**config.mk**
```make
export PLATFORM = sky130hd
export DESIGN_NAME = rmn_sum
export DESIGN_NICKNAME = d
export VERILOG_FILES = /design/src/rtl/core/rmn_pkg.sv /design/src/rtl/core/rmn_sum.sv
export SDC_FILE = /design/constraint.sdc
export NUM_CORES = 1
export LEC_CHECK = 0
export BUFFER_PORTS_ARGS = -buffer_cell sky130_fd_sc_hd__buf_2
export CORE_ASPECT_RATIO = 1.5
export CORE_UTILIZATION = 45
export CTS_BUF_LIST = sky130_fd_sc_hd__clkbuf_4 sky130_fd_sc_hd__clkbuf_8 sky130_fd_sc_hd__clkbuf_16
export CTS_CLUSTER_DIAMETER = 40
export DETAILED_ROUTE_END_ITERATION = 8
export HOLD_SLACK_MARGIN = 0.12
export PLACE_DENSITY = 0.72
export SLEW_MARGIN = 5
export SYNTH_ARGS = -nofsm -noshare
export SYNTH_HDL_FRONTEND = slang
export SYNTH_SLANG_ARGS = --single-unit
```
**constraint.sdc**
```tcl
create_clock -name clk -period 3.8 [get_ports clk]
set_input_delay 0.19 -clock clk [delete_from_list [all_inputs] [get_ports clk]]
set_output_delay 0.19 -clock clk [all_outputs]
set_load 0.01 [all_outputs]
```
**src/rtl/core/rmn_pkg.sv**
```systemverilog
// shared constants and the uniform share table for the regret matching block
package rmn_pkg;

  localparam int REGRET_W   = 32;
  localparam int X_W        = REGRET_W - 1;
  localparam int PROB_W     = 17;
  localparam int THR_W      = 16;
  localparam int DIV_STEPS  = PROB_W;
  localparam int PRE_STAGES = 3;
  localparam int PIPE_DEPTH = PRE_STAGES + DIV_STEPS;
  localparam int CNT_W      = 5;
  localparam int APB_AW     = 3;
  localparam int APB_DW     = 32;

  localparam logic [APB_AW-1:0] ADDR_SMALL_THRESHOLD = 3'd0;
  localparam logic [THR_W-1:0]  THRESHOLD_RESET      = 16'd1;

  // floor(65536 / n) for n legal actions up to 16, zero when none is legal or n is above 16
  function automatic logic [PROB_W-1:0] uniform_share(input logic [CNT_W-1:0] n);
    logic [PROB_W-1:0] s;
    case (n)
      5'd1:    s = 17'd65536;
      5'd2:    s = 17'd32768;
      5'd3:    s = 17'd21845;
      5'd4:    s = 17'd16384;
      5'd5:    s = 17'd13107;
      5'd6:    s = 17'd10922;
      5'd7:    s = 17'd9362;
      5'd8:    s = 17'd8192;
      5'd9:    s = 17'd7281;
      5'd10:   s = 17'd6553;
      5'd11:   s = 17'd5957;
      5'd12:   s = 17'd5461;
      5'd13:   s = 17'd5041;
      5'd14:   s = 17'd4681;
      5'd15:   s = 17'd4369;
      5'd16:   s = 17'd4096;
      default: s = '0;
    endcase
    return s;
  endfunction

endpackage

```
**src/rtl/core/rmn_sum.sv**
```systemverilog
// registered two-level adder tree over the clamped regrets of all lanes
module rmn_sum #(
  parameter int NUM   = 9,
  parameter int SUM_W = 35
) (
  input  logic                    clk,
  input  logic [1:0]              en,
  input  logic [rmn_pkg::X_W-1:0] x [NUM],
  output logic [SUM_W-1:0]        sum
);
  import rmn_pkg::*;

  localparam int GROUPS = (NUM + 3) / 4;
  localparam int PART_W = X_W + 2;

  logic [PART_W-1:0] part      [GROUPS];
  logic [PART_W-1:0] part_next [GROUPS];
  logic [SUM_W-1:0]  sum_next;

  // first level: groups of four
  always_comb begin
    for (int g = 0; g < GROUPS; g++) begin
      part_next[g] = '0;
      for (int i = 0; i < 4; i++) begin
        if (4 * g + i < NUM) begin
          part_next[g] = part_next[g] + PART_W'(x[4 * g + i]);
        end
      end
    end
  end

  // second level: the group partials
  always_comb begin
    sum_next = '0;
    for (int g = 0; g < GROUPS; g++) begin
      sum_next = sum_next + SUM_W'(part[g]);
    end
  end

  always_ff @(posedge clk) begin
    if (en[0]) begin
      part <= part_next;
    end
    if (en[1]) begin
      sum <= sum_next;
    end
  end

endmodule

```
==> flow_metrics.py <==
metrics = {
    "status": {
        "outcome": "complete, no violations",
    },
    "global_route": {
        "grt_usage_pct": 22.13,
        "antenna_found_initial": 1,
        "grt_max_degree": 66,
        "first_global_vias": 11179,
        "gr-total-overflow": 0,
        "grt_pass1_wl_microns": 51470,
    },
    "cts": {
        "clock_path_buffers": 2,
        "cts_num_sinks": 132,
        "cts_tree": "done",
        "cts-root-buf": "clkbuf_16",
        "worst_skew_pair.late_latency_ns": 0.42,
        "clkTransAtPathRegs_ns": 0.06,
        "cts_made_buffers": 17,
        "h-tree-depth": 4,
    },
    "route": {
        "vias_per_cell": 4.964,
        "drtPass1Iterations": 4,
        "initialDrtViolationCount": 340,
        "post_drt_wl_per_cell_microns": 15.04,
        "drc_errors": 0,
        "vias": 10405,
        "drt-total-wl_microns": 31530,
        "detail-route-antenna-nets": 0,
    },
    "placement": {
        "place_hpwl_microns": 26790,
        "preCtsSetupSlack_ns": -0.09870,
        "port-buffer-count": 316,
        "place_congestion": 0.8369,
        "dpl_cell_area_sq_um": 15480,
    },
    "timing": {
        "setup_viol_count_final": 0,
        "timing.final.ws_setup_ns": 0.2289,
        "whs_ns": 0.2610,
        "maxSlewViolCount": 0,
        "fin_crit_sh_pct": 93.98,
        "hold_viol": 0,
        "fmax_mhz": 280.0,
        "rsz0062_at_grt": "no",
        "tightest_slew_ns": 0.8587,
        "min_period_ns": 3.571,
        "clock_skew_ns": 0.01197,
        "max_slew_margin_pct": 42.75,
    },
    "pwr": {
        "leakage_uw": 0.008301,
        "ir_drop_uv": 486.8,
        "p_per_area_nw_per_um2": 856.8,
    },
    "finish": {
        "stdcell_area_sq_um": 16460,
        "final_common_cell": "inv_1",
        "layout_common_cells": "inv_1 (371), buf_2 (315), fa_1 (156)",
        "area_growth_syn_to_layout_pct": 23.81,
        "nets": 2229,
        "drive_above_1_share_pct": 23.23,
    },
    "critical_path": {
        "end_kind": "flop",
        "cp-start-kind": "flop",
        "cp.required_ns": 3.94,
        "cp_common_cell": "fa_1",
        "critPathMaxStageDelay_ns": 0.56,
        "cp.arrival_ns": 3.71,
        "slowest_stage": "fa_1",
        "cp_max_fo": 4,
        "crit_type": "reg -> reg",
        "path_cells": "fa_1 -> ha_1 -> inv_1 -> fa_1 -> nor2b_1 -> o31a_2 -> o22ai_2 -> o21ai_2 -> o31ai_4 -> o31a_1 -> a21oi_2 -> o311ai_1",
    },
    "synth": {
        "synth_nets": 1852,
        "yosysWarnings": 0,
        "synthesis.area_sq_um": 13290,
        "yosysSeqAreaShare_pct": 29.82,
        "synth_ff_type": "edfxtp_1",
        "ys_ff_latch": 132,
        "syn_inst": 1316,
        "synth-async-reset-ratio_pct": 0,
        "avgSynthCellArea_sq_um": 10.10,
        "yosysUniqueCellTypes": 74,
        "synth_edf_count": 132,
    },
    "job": {
        "cap_viol_max_count": 0,
    },
    "hold_path": {
        "hp-class": "in -> reg",
    },
    "die": {
        "die_w_microns": 142.3,
        "ios": 317,
        "start_util_pct": 45.98,
        "die_h_microns": 212.5,
        "core_area_sq_um": 28910,
        "die_area_sq_um": 30240,
        "rows": 76,
    },
}
## registers in the layout (all words and copies together) (netlist names)
| signal | count |
|---|---|
| part | 97 |
| sum | 35 |
## timing repair
| item | 4_1_cts | 5_1_grt |
|---|---|---|
| hold endpoints to repair | 33 | 0 |
| buffers inserted | 0 | 0 |
| hold buffers | 33 | 0 |
| gates resized for setup | 0 | 0 |
| setup endpoints to repair | 0 | 0 |
## cells by family after synthesis
family,count (synthesis),share of synthesized area [%]
adder cells (fa/ha/maj),254,32.72
AND/OR/NAND/NOR,202,7.652
buffers and inverters,385,10.88
AO/OA/AOI/OAI,266,13.86
flip-flops,132,29.82
XOR/XNOR,77,5.073
## worst max-delay path, delay by kind of cell (launching register included)
| family | cells | cell delay [ns] |
|---|---|---|
| simple gates | 1 | 0.17 |
| compound gates | 7 | 1.41 |
| flops | 1 | 0.39 |
| buf+inv | 1 | 0.09 |
| fa+ha+maj | 3 | 1.23 |
## report_power, final
group / switching, uW / internal, uW / leakage [uW]
logic: 5300 / 3950 / 0.00670
clock network: 616 / 1180 / 0.000313
registers: 315 / 2740 / 0.00129
## worst paths after layout
check                              start        to  slack (ns)  depth (start not counted)
worst max-delay path             part[1]   sum[31]        0.23                         12
worst min-delay path               x[93]  part[33]        0.26                          3
worst max register to register   part[1]   sum[31]        0.23                         12
worst min register to register  part[67]    sum[1]        0.75                          2
## metrics by stage
step	power (uW)	utilization [%]	std cells	TNS [ns]
3_5_place_dp	12260	53.56	2031	-0.3249
2_1_floorplan	9705	-	1316	0
4_1_cts	14160	56.93	2095	0
6_report	14100	56.93	2096	0
5_1_grt	15310	56.93	2096	0
3_3_place_gp	12120	53.56	2031	-0.1777
## metal layers
layer / wire length, microns / track usage (%)
met3: 1154 / 3.131
met1: 11620 / 22.13
met4: 1088 / 9.010
met5: 0 / 0
met2: 17660 / 44.57
## layout make-up
class	count	area [sq um]
fill	2558	12450
multi-input combinational	799	7883
sequential	132	3964
timing repair buffer	372	2087
inverter	371	1393
tap	390	488.0
clock buffer	19	440.4
clock inverter	12	201.4
antenna	1	2.502
## cells in the mapped netlist, types with 6 or more instances
master / number / area, sq um
edfxtp_1: 132 / 3964
nand3_1: 20 / 100.1
nand2b_1: 12 / 75.07
nor2_1: 53 / 198.9
and3_1: 12 / 75.07
a21oi_1: 74 / 370.4
a31oi_1: 7 / 43.79
a21o_1: 37 / 277.8
ha_1: 98 / 1226
nor3_1: 15 / 75.07
xnor2_1: 54 / 473.0
nand4_1: 13 / 81.33
o21bai_1: 14 / 105.1
inv_1: 371 / 1393
o21a_1: 10 / 75.07
o21ai_0: 39 / 195.2
nand2_1: 42 / 157.7
fa_1: 156 / 3123
nor2b_1: 9 / 56.30
xor2_1: 23 / 201.4
o31ai_1: 6 / 45.04
a211oi_1: 13 / 97.59
clkbuf_1: 12 / 45.04
Power figures use the tool's default switching activity.
