$ cat config.mk
export PLATFORM = sky130hd
export DESIGN_NAME = rmn_lane
export DESIGN_NICKNAME = d
export VERILOG_FILES = /design/src/rtl/core/rmn_pkg.sv /design/src/rtl/core/rmn_lane.sv
export SDC_FILE = /design/constraint.sdc
export NUM_CORES = 2
export LEC_CHECK = 0
export BUFFER_PORTS_ARGS = -buffer_cell sky130_fd_sc_hd__buf_2
export CORE_MARGIN = 2
export CORE_UTILIZATION = 53
export CTS_CLUSTER_DIAMETER = 100
export DETAILED_ROUTE_END_ITERATION = 8
export GPL_TIMING_DRIVEN = 0
export MAX_ROUTING_LAYER = met4
export PLACE_DENSITY = 0.75
export SETUP_SLACK_MARGIN = 0.2
export SLEW_MARGIN = 10
export SYNTH_ARGS = -nofsm -noshare
export SYNTH_HDL_FRONTEND = slang
export SYNTH_SLANG_ARGS = --single-unit
$ cat constraint.sdc
create_clock -name clk -period 3.3 [get_ports clk]
set_clock_uncertainty 0.15 [all_clocks]
set_input_delay 0 -clock clk [delete_from_list [all_inputs] [get_ports clk]]
set_output_delay 0 -clock clk [all_outputs]
set_load 0.02 [all_outputs]
$ cat src/rtl/core/rmn_pkg.sv
// shared constants and the uniform share table for the regret matching block
package rmn_pkg;

  localparam int REGRET_W   = 32;
  localparam int X_W        = REGRET_W - 1;
  localparam int PROB_W     = 17;
  localparam int THR_W      = 16;
  localparam int DIV_STEPS  = PROB_W;
  localparam int PRE_STAGES = 3;
  localparam int PIPE_DEPTH = PRE_STAGES + DIV_STEPS;
  localparam int CNT_W      = 5;
  localparam int APB_AW     = 3;
  localparam int APB_DW     = 32;

  localparam logic [APB_AW-1:0] ADDR_SMALL_THRESHOLD = 3'd0;
  localparam logic [THR_W-1:0]  THRESHOLD_RESET      = 16'd1;

  // floor(65536 / n) for n legal actions up to 16, zero when none is legal or n is above 16
  function automatic logic [PROB_W-1:0] uniform_share(input logic [CNT_W-1:0] n);
    logic [PROB_W-1:0] s;
    case (n)
      5'd1:    s = 17'd65536;
      5'd2:    s = 17'd32768;
      5'd3:    s = 17'd21845;
      5'd4:    s = 17'd16384;
      5'd5:    s = 17'd13107;
      5'd6:    s = 17'd10922;
      5'd7:    s = 17'd9362;
      5'd8:    s = 17'd8192;
      5'd9:    s = 17'd7281;
      5'd10:   s = 17'd6553;
      5'd11:   s = 17'd5957;
      5'd12:   s = 17'd5461;
      5'd13:   s = 17'd5041;
      5'd14:   s = 17'd4681;
      5'd15:   s = 17'd4369;
      5'd16:   s = 17'd4096;
      default: s = '0;
    endcase
    return s;
  endfunction

endpackage

$ cat src/rtl/core/rmn_lane.sv
// one action lane: clamp, delay, and a pipelined restoring divider
module rmn_lane #(
  parameter int SUM_W = 35
) (
  input  logic                                clk,
  input  logic [rmn_pkg::REGRET_W-1:0]        regret,
  input  logic                                legal,
  input  logic [rmn_pkg::PIPE_DEPTH-1:0]      en,
  input  logic [SUM_W-1:0]                    dvs [rmn_pkg::DIV_STEPS],
  output logic [rmn_pkg::X_W-1:0]             x_out,
  output logic [rmn_pkg::PROB_W-1:0]          quo,
  output logic                                legal_out
);
  import rmn_pkg::*;

  logic [X_W-1:0]    x0, x1, x2;
  logic              lg0, lg1, lg2;
  logic [X_W-1:0]    x0_next;
  logic [SUM_W-1:0]  rem      [DIV_STEPS];
  logic [SUM_W-1:0]  rem_next [DIV_STEPS];
  logic [PROB_W-1:0] q        [DIV_STEPS];
  logic [PROB_W-1:0] q_next   [DIV_STEPS];
  logic              lg       [DIV_STEPS];
  logic [SUM_W:0]    trial    [DIV_STEPS];
  logic [SUM_W:0]    diff     [DIV_STEPS];
  logic              ge       [DIV_STEPS];

  // clamp at zero and drop illegal actions
  assign x0_next = (legal && !regret[REGRET_W-1] && (regret != '0)) ?
                   regret[X_W-1:0] : '0;

  // one quotient bit per stage, most significant first
  always_comb begin
    for (int d = 0; d < DIV_STEPS; d++) begin
      if (d == 0) begin
        trial[d] = (SUM_W + 1)'(x2);
      end else begin
        trial[d] = {rem[d-1], 1'b0};
      end
      diff[d] = trial[d] - {1'b0, dvs[d]};
      ge[d]   = trial[d] >= {1'b0, dvs[d]};
      rem_next[d] = ge[d] ? diff[d][SUM_W-1:0] : trial[d][SUM_W-1:0];
      if (d == 0) begin
        q_next[d] = PROB_W'(ge[d]);
      end else begin
        q_next[d] = {q[d-1][PROB_W-2:0], ge[d]};
      end
    end
  end

  always_ff @(posedge clk) begin
    if (en[0]) begin
      x0  <= x0_next;
      lg0 <= legal;
    end
    if (en[1]) begin
      x1  <= x0;
      lg1 <= lg0;
    end
    if (en[2]) begin
      x2  <= x1;
      lg2 <= lg1;
    end
    for (int d = 0; d < DIV_STEPS; d++) begin
      if (en[PRE_STAGES + d]) begin
        rem[d] <= rem_next[d];
        q[d]   <= q_next[d];
        lg[d]  <= (d == 0) ? lg2 : lg[(d == 0) ? 0 : d - 1];
      end
    end
  end

  assign x_out     = x0;
  assign quo       = q[DIV_STEPS-1];
  assign legal_out = lg[DIV_STEPS-1];

endmodule
==> results.yml <==
status:
  status: "finished, violations left"
  violations: "hold timing, setup timing"
yosys:
  yosysMostFrequentCell: "edfxtp_1"
  synthTopCellsByArea: "edfxtp_1 40%, ha_1 12%, a21oi_1 5.6%"
  ys.flop_type: "edfxtp_1"
  synth-edff-count: 826
  async_reset_ff_share_pct: 0
  synth.cell_area_mm2: 0.06184
  synth_seq_cells: 826
  syn_nets: 7891
  yosys.area.top_type_share_pct: 40.11
  yosysSeqAreaShare_pct: 40.11
  synth.distinct_cells: 89
  syn_inst: 6636
  synthTopCellsByCount: "826 x edfxtp_1, 728 x inv_1, 694 x a21oi_1"
  ys_warn_count: 0
  yosys.area.top_type: "edfxtp_1"
  syn_avg_cell_area_um2: 9.319
layout:
  n_fill_cell: 6990
  final_util_pct: 79.02
  finalInstanceArea_mm2: 0.09157
  areaGrowthSynthToFinish_pct: 48.08
  final_nets: 9845
  final-seq-area_mm2: 0.02480
  drive_above_1_share_pct: 31.04
  multi_input_area_mm2: 0.04091
clock_network:
  cts_tree: "built"
  cts.sinks: 826
  cts_htree_levels: 3
  insertion_delay_ns: 0.69
  clkTransAtPathRegs_ns: 0.07
  max-clock-path-buffers: 3
  root_buffer: "clkbuf_16"
  numCtsBuffers: 94
critical_path:
  r2r-end: "rem[0][430]"
  reg2reg_depth: 14
  crit_buf_inv: 4
  critical_path.top_delay_family: "simple AND/OR/NAND/NOR gates"
  crit_arrival_ns: 4.00
  rrSetupSlack_ns: -0.41
  required_ns: 3.59
  worstPathMaxFanout: 6
  max_stage_delay_ns: 0.56
  critPathSlowestCell: "or4_4"
  critPathKind: "flip-flop to flip-flop"
  startpoint_type: "flip-flop"
  worstSetupEndpointType: "flip-flop"
  reg2reg_from: "rem[0][411]"
  crit_chain: "ha_4 > buf_8 > nand4_1 > nor3_4 > nand4_1 > or4_4 > a21oi_2 > nor3_2 > o21ai_1 > or2_1 > clkbuf_8 > buf_12 > buf_12 > mux2_4"
hold_path:
  hp-class: "input port to flip-flop"
  whs_endpoint: "rem[0][153]"
  min_delay_path_depth: 6
  hp-start: "dvs[433]"
pwr:
  power.leakage_nw: 39.87
  power_mw: 90.50
  powerDensity_mw_per_mm2: 988.3
  ir_drop_v: 0.0005179
sta:
  whs_ns: -0.01370
  setup_viol: 395
  finalMaxSlewViolations: 0
  max_freq_ghz: 0.2692
  worst_slew_pin_slew_ns: 1.212
  finalHoldViolCount: 1
  fin_setup_tns_ns: -56.36
  timing.max_slew.rel_slack_pct: 19.19
  min_period_over_period_pct: 112.5
  min_period_ns: 3.714
  rsz0062_at_grt: "true"
  worst_slack_ns: -0.4140
die:
  die_area_mm2: 0.1194
  dieHeight_um: 345.6
  ios: 698
  start_util_pct: 53.36
  die_w_um: 345.6
  coreArea_mm2: 0.1159
  rows: 125
placement:
  portBuffers: 697
  globalplace.congestion: 0.9896
  hpwlAfterDp_um: 159100
  place_area_mm2: 0.06813
grt:
  antenna_found_initial: 38
  grt_max_degree: 53
  grt_pass1_vias: 60135
  grt_use_total_pct: 38.03
  grt_overflow: 0
  grt_pass1_wl_um: 342800
route:
  routed_wl_um: 240300
  wire_per_inst_um: 23.50
  drcViolationCount: 0
  num_vias: 62324
  drtAntennaViolNets: 0
  avgViaCountPerCell: 6.095
  first_pass_iters: 8
  initialDrtViolationCount: 6349
job:
  drv_cap: 0
[sequential cells by signal, summed over array words and instances, names as in the netlist]
name,flops
x1,31
lg,17
x2,31
lg0,1
x_out,31
rem,560
lg1,1
lg2,1
q,153
[cells by family after synthesis]
logic type / Yosys count / synth area share (%)
AOI/OAI and AO/OA: 2051 / 20.52
xor gates and xnor gates: 479 / 6.784
adders and majority gates: 606 / 12.45
buffers and inverters: 920 / 5.821
DFF: 826 / 40.11
muxes: 113 / 2.039
and+or+nand+nor: 1641 / 12.28
[how the worst max path moves through the flow]
stage	start	endpoint	slack, ns	cells after the start
floorplan	rem[0][280]	rem[0][347]	-0.01	11
global placement	rem[0][105]	rem[0][171]	-0.96	13
detailed placement	rem[0][105]	rem[0][170]	-0.95	13
CTS	rem[0][183]	rem[0][240]	-0.28	13
global route	rem[0][411]	rem[0][447]	-0.50	15
finish	rem[0][411]	rem[0][430]	-0.41	14
[where the power goes]
group | total [mW] | internal (mW) | switching (mW)
registers | 20.7 | 17.2 | 3.42
clock network | 10.8 | 6.16 | 4.64
logic | 59.0 | 28.2 | 30.9
[through the flow]
step / setup WS [ns] / cells
after floorplan: -0.01422 / 6636
after global placement: -0.9552 / 8857
after detailed placement: -0.9527 / 8857
after CTS: -0.2816 / 10010
after global routing: -0.5001 / 10220
final: -0.4140 / 10226
[tightest hold or removal path, stage by stage]
cell and delay [ns]:
buf_2 0.09, inv_1 0.08, ha_1 0.14, clkbuf_2 0.18, xnor2_1 0.09, o21ai_0 0.13
[per-layer routing]
layer,share of wire [%],routed length (um),track usage [%]
met2,47,113300,62.23
met4,7.0,16860,21.49
met1,37,89820,44.83
met3,8.4,20300,5.804
met5,0,0,-
[cells in the final DEF, fill, tap and decap left out, types with 78 or more instances in the layout]
master / count
a21o_1: 314
a21oi_1: 461
a21oi_2: 141
a21oi_4: 96
buf_2: 699
buf_4: 336
buf_6: 133
clkbuf_16: 137
dlygate4sd3_1: 639
edfxtp_1: 826
ha_1: 439
ha_4: 129
inv_1: 722
nand2_1: 468
nand3_1: 96
nand4_1: 78
nor2_1: 347
nor2_4: 99
o21ai_0: 279
o21ai_2: 142
o21bai_1: 81
xnor2_1: 285
xor2_1: 188
[layout make-up]
type,count,share of cell area [%]
clock inverters,65,0.8239
well taps,1524,2.082
clock buffers,105,2.614
plain buffers,188,2.465
diodes,38,0.1038
repair buffers,1857,17.09
inverters,732,3.061
multi-input cells,4891,44.67
flip-flops and latches,826,27.09
[timing repair]
action | CTS | global route
resized for setup | 1331 | 780
pin swaps | 256 | 253
hold buffers | 632 | 7
buffers inserted | 304 | 147
hold endpoints to repair | 1273 | 54
cloned | 47 | 23
endpoints found under the setup margin | 575 | 573
(Power assumes the default switching activity.)
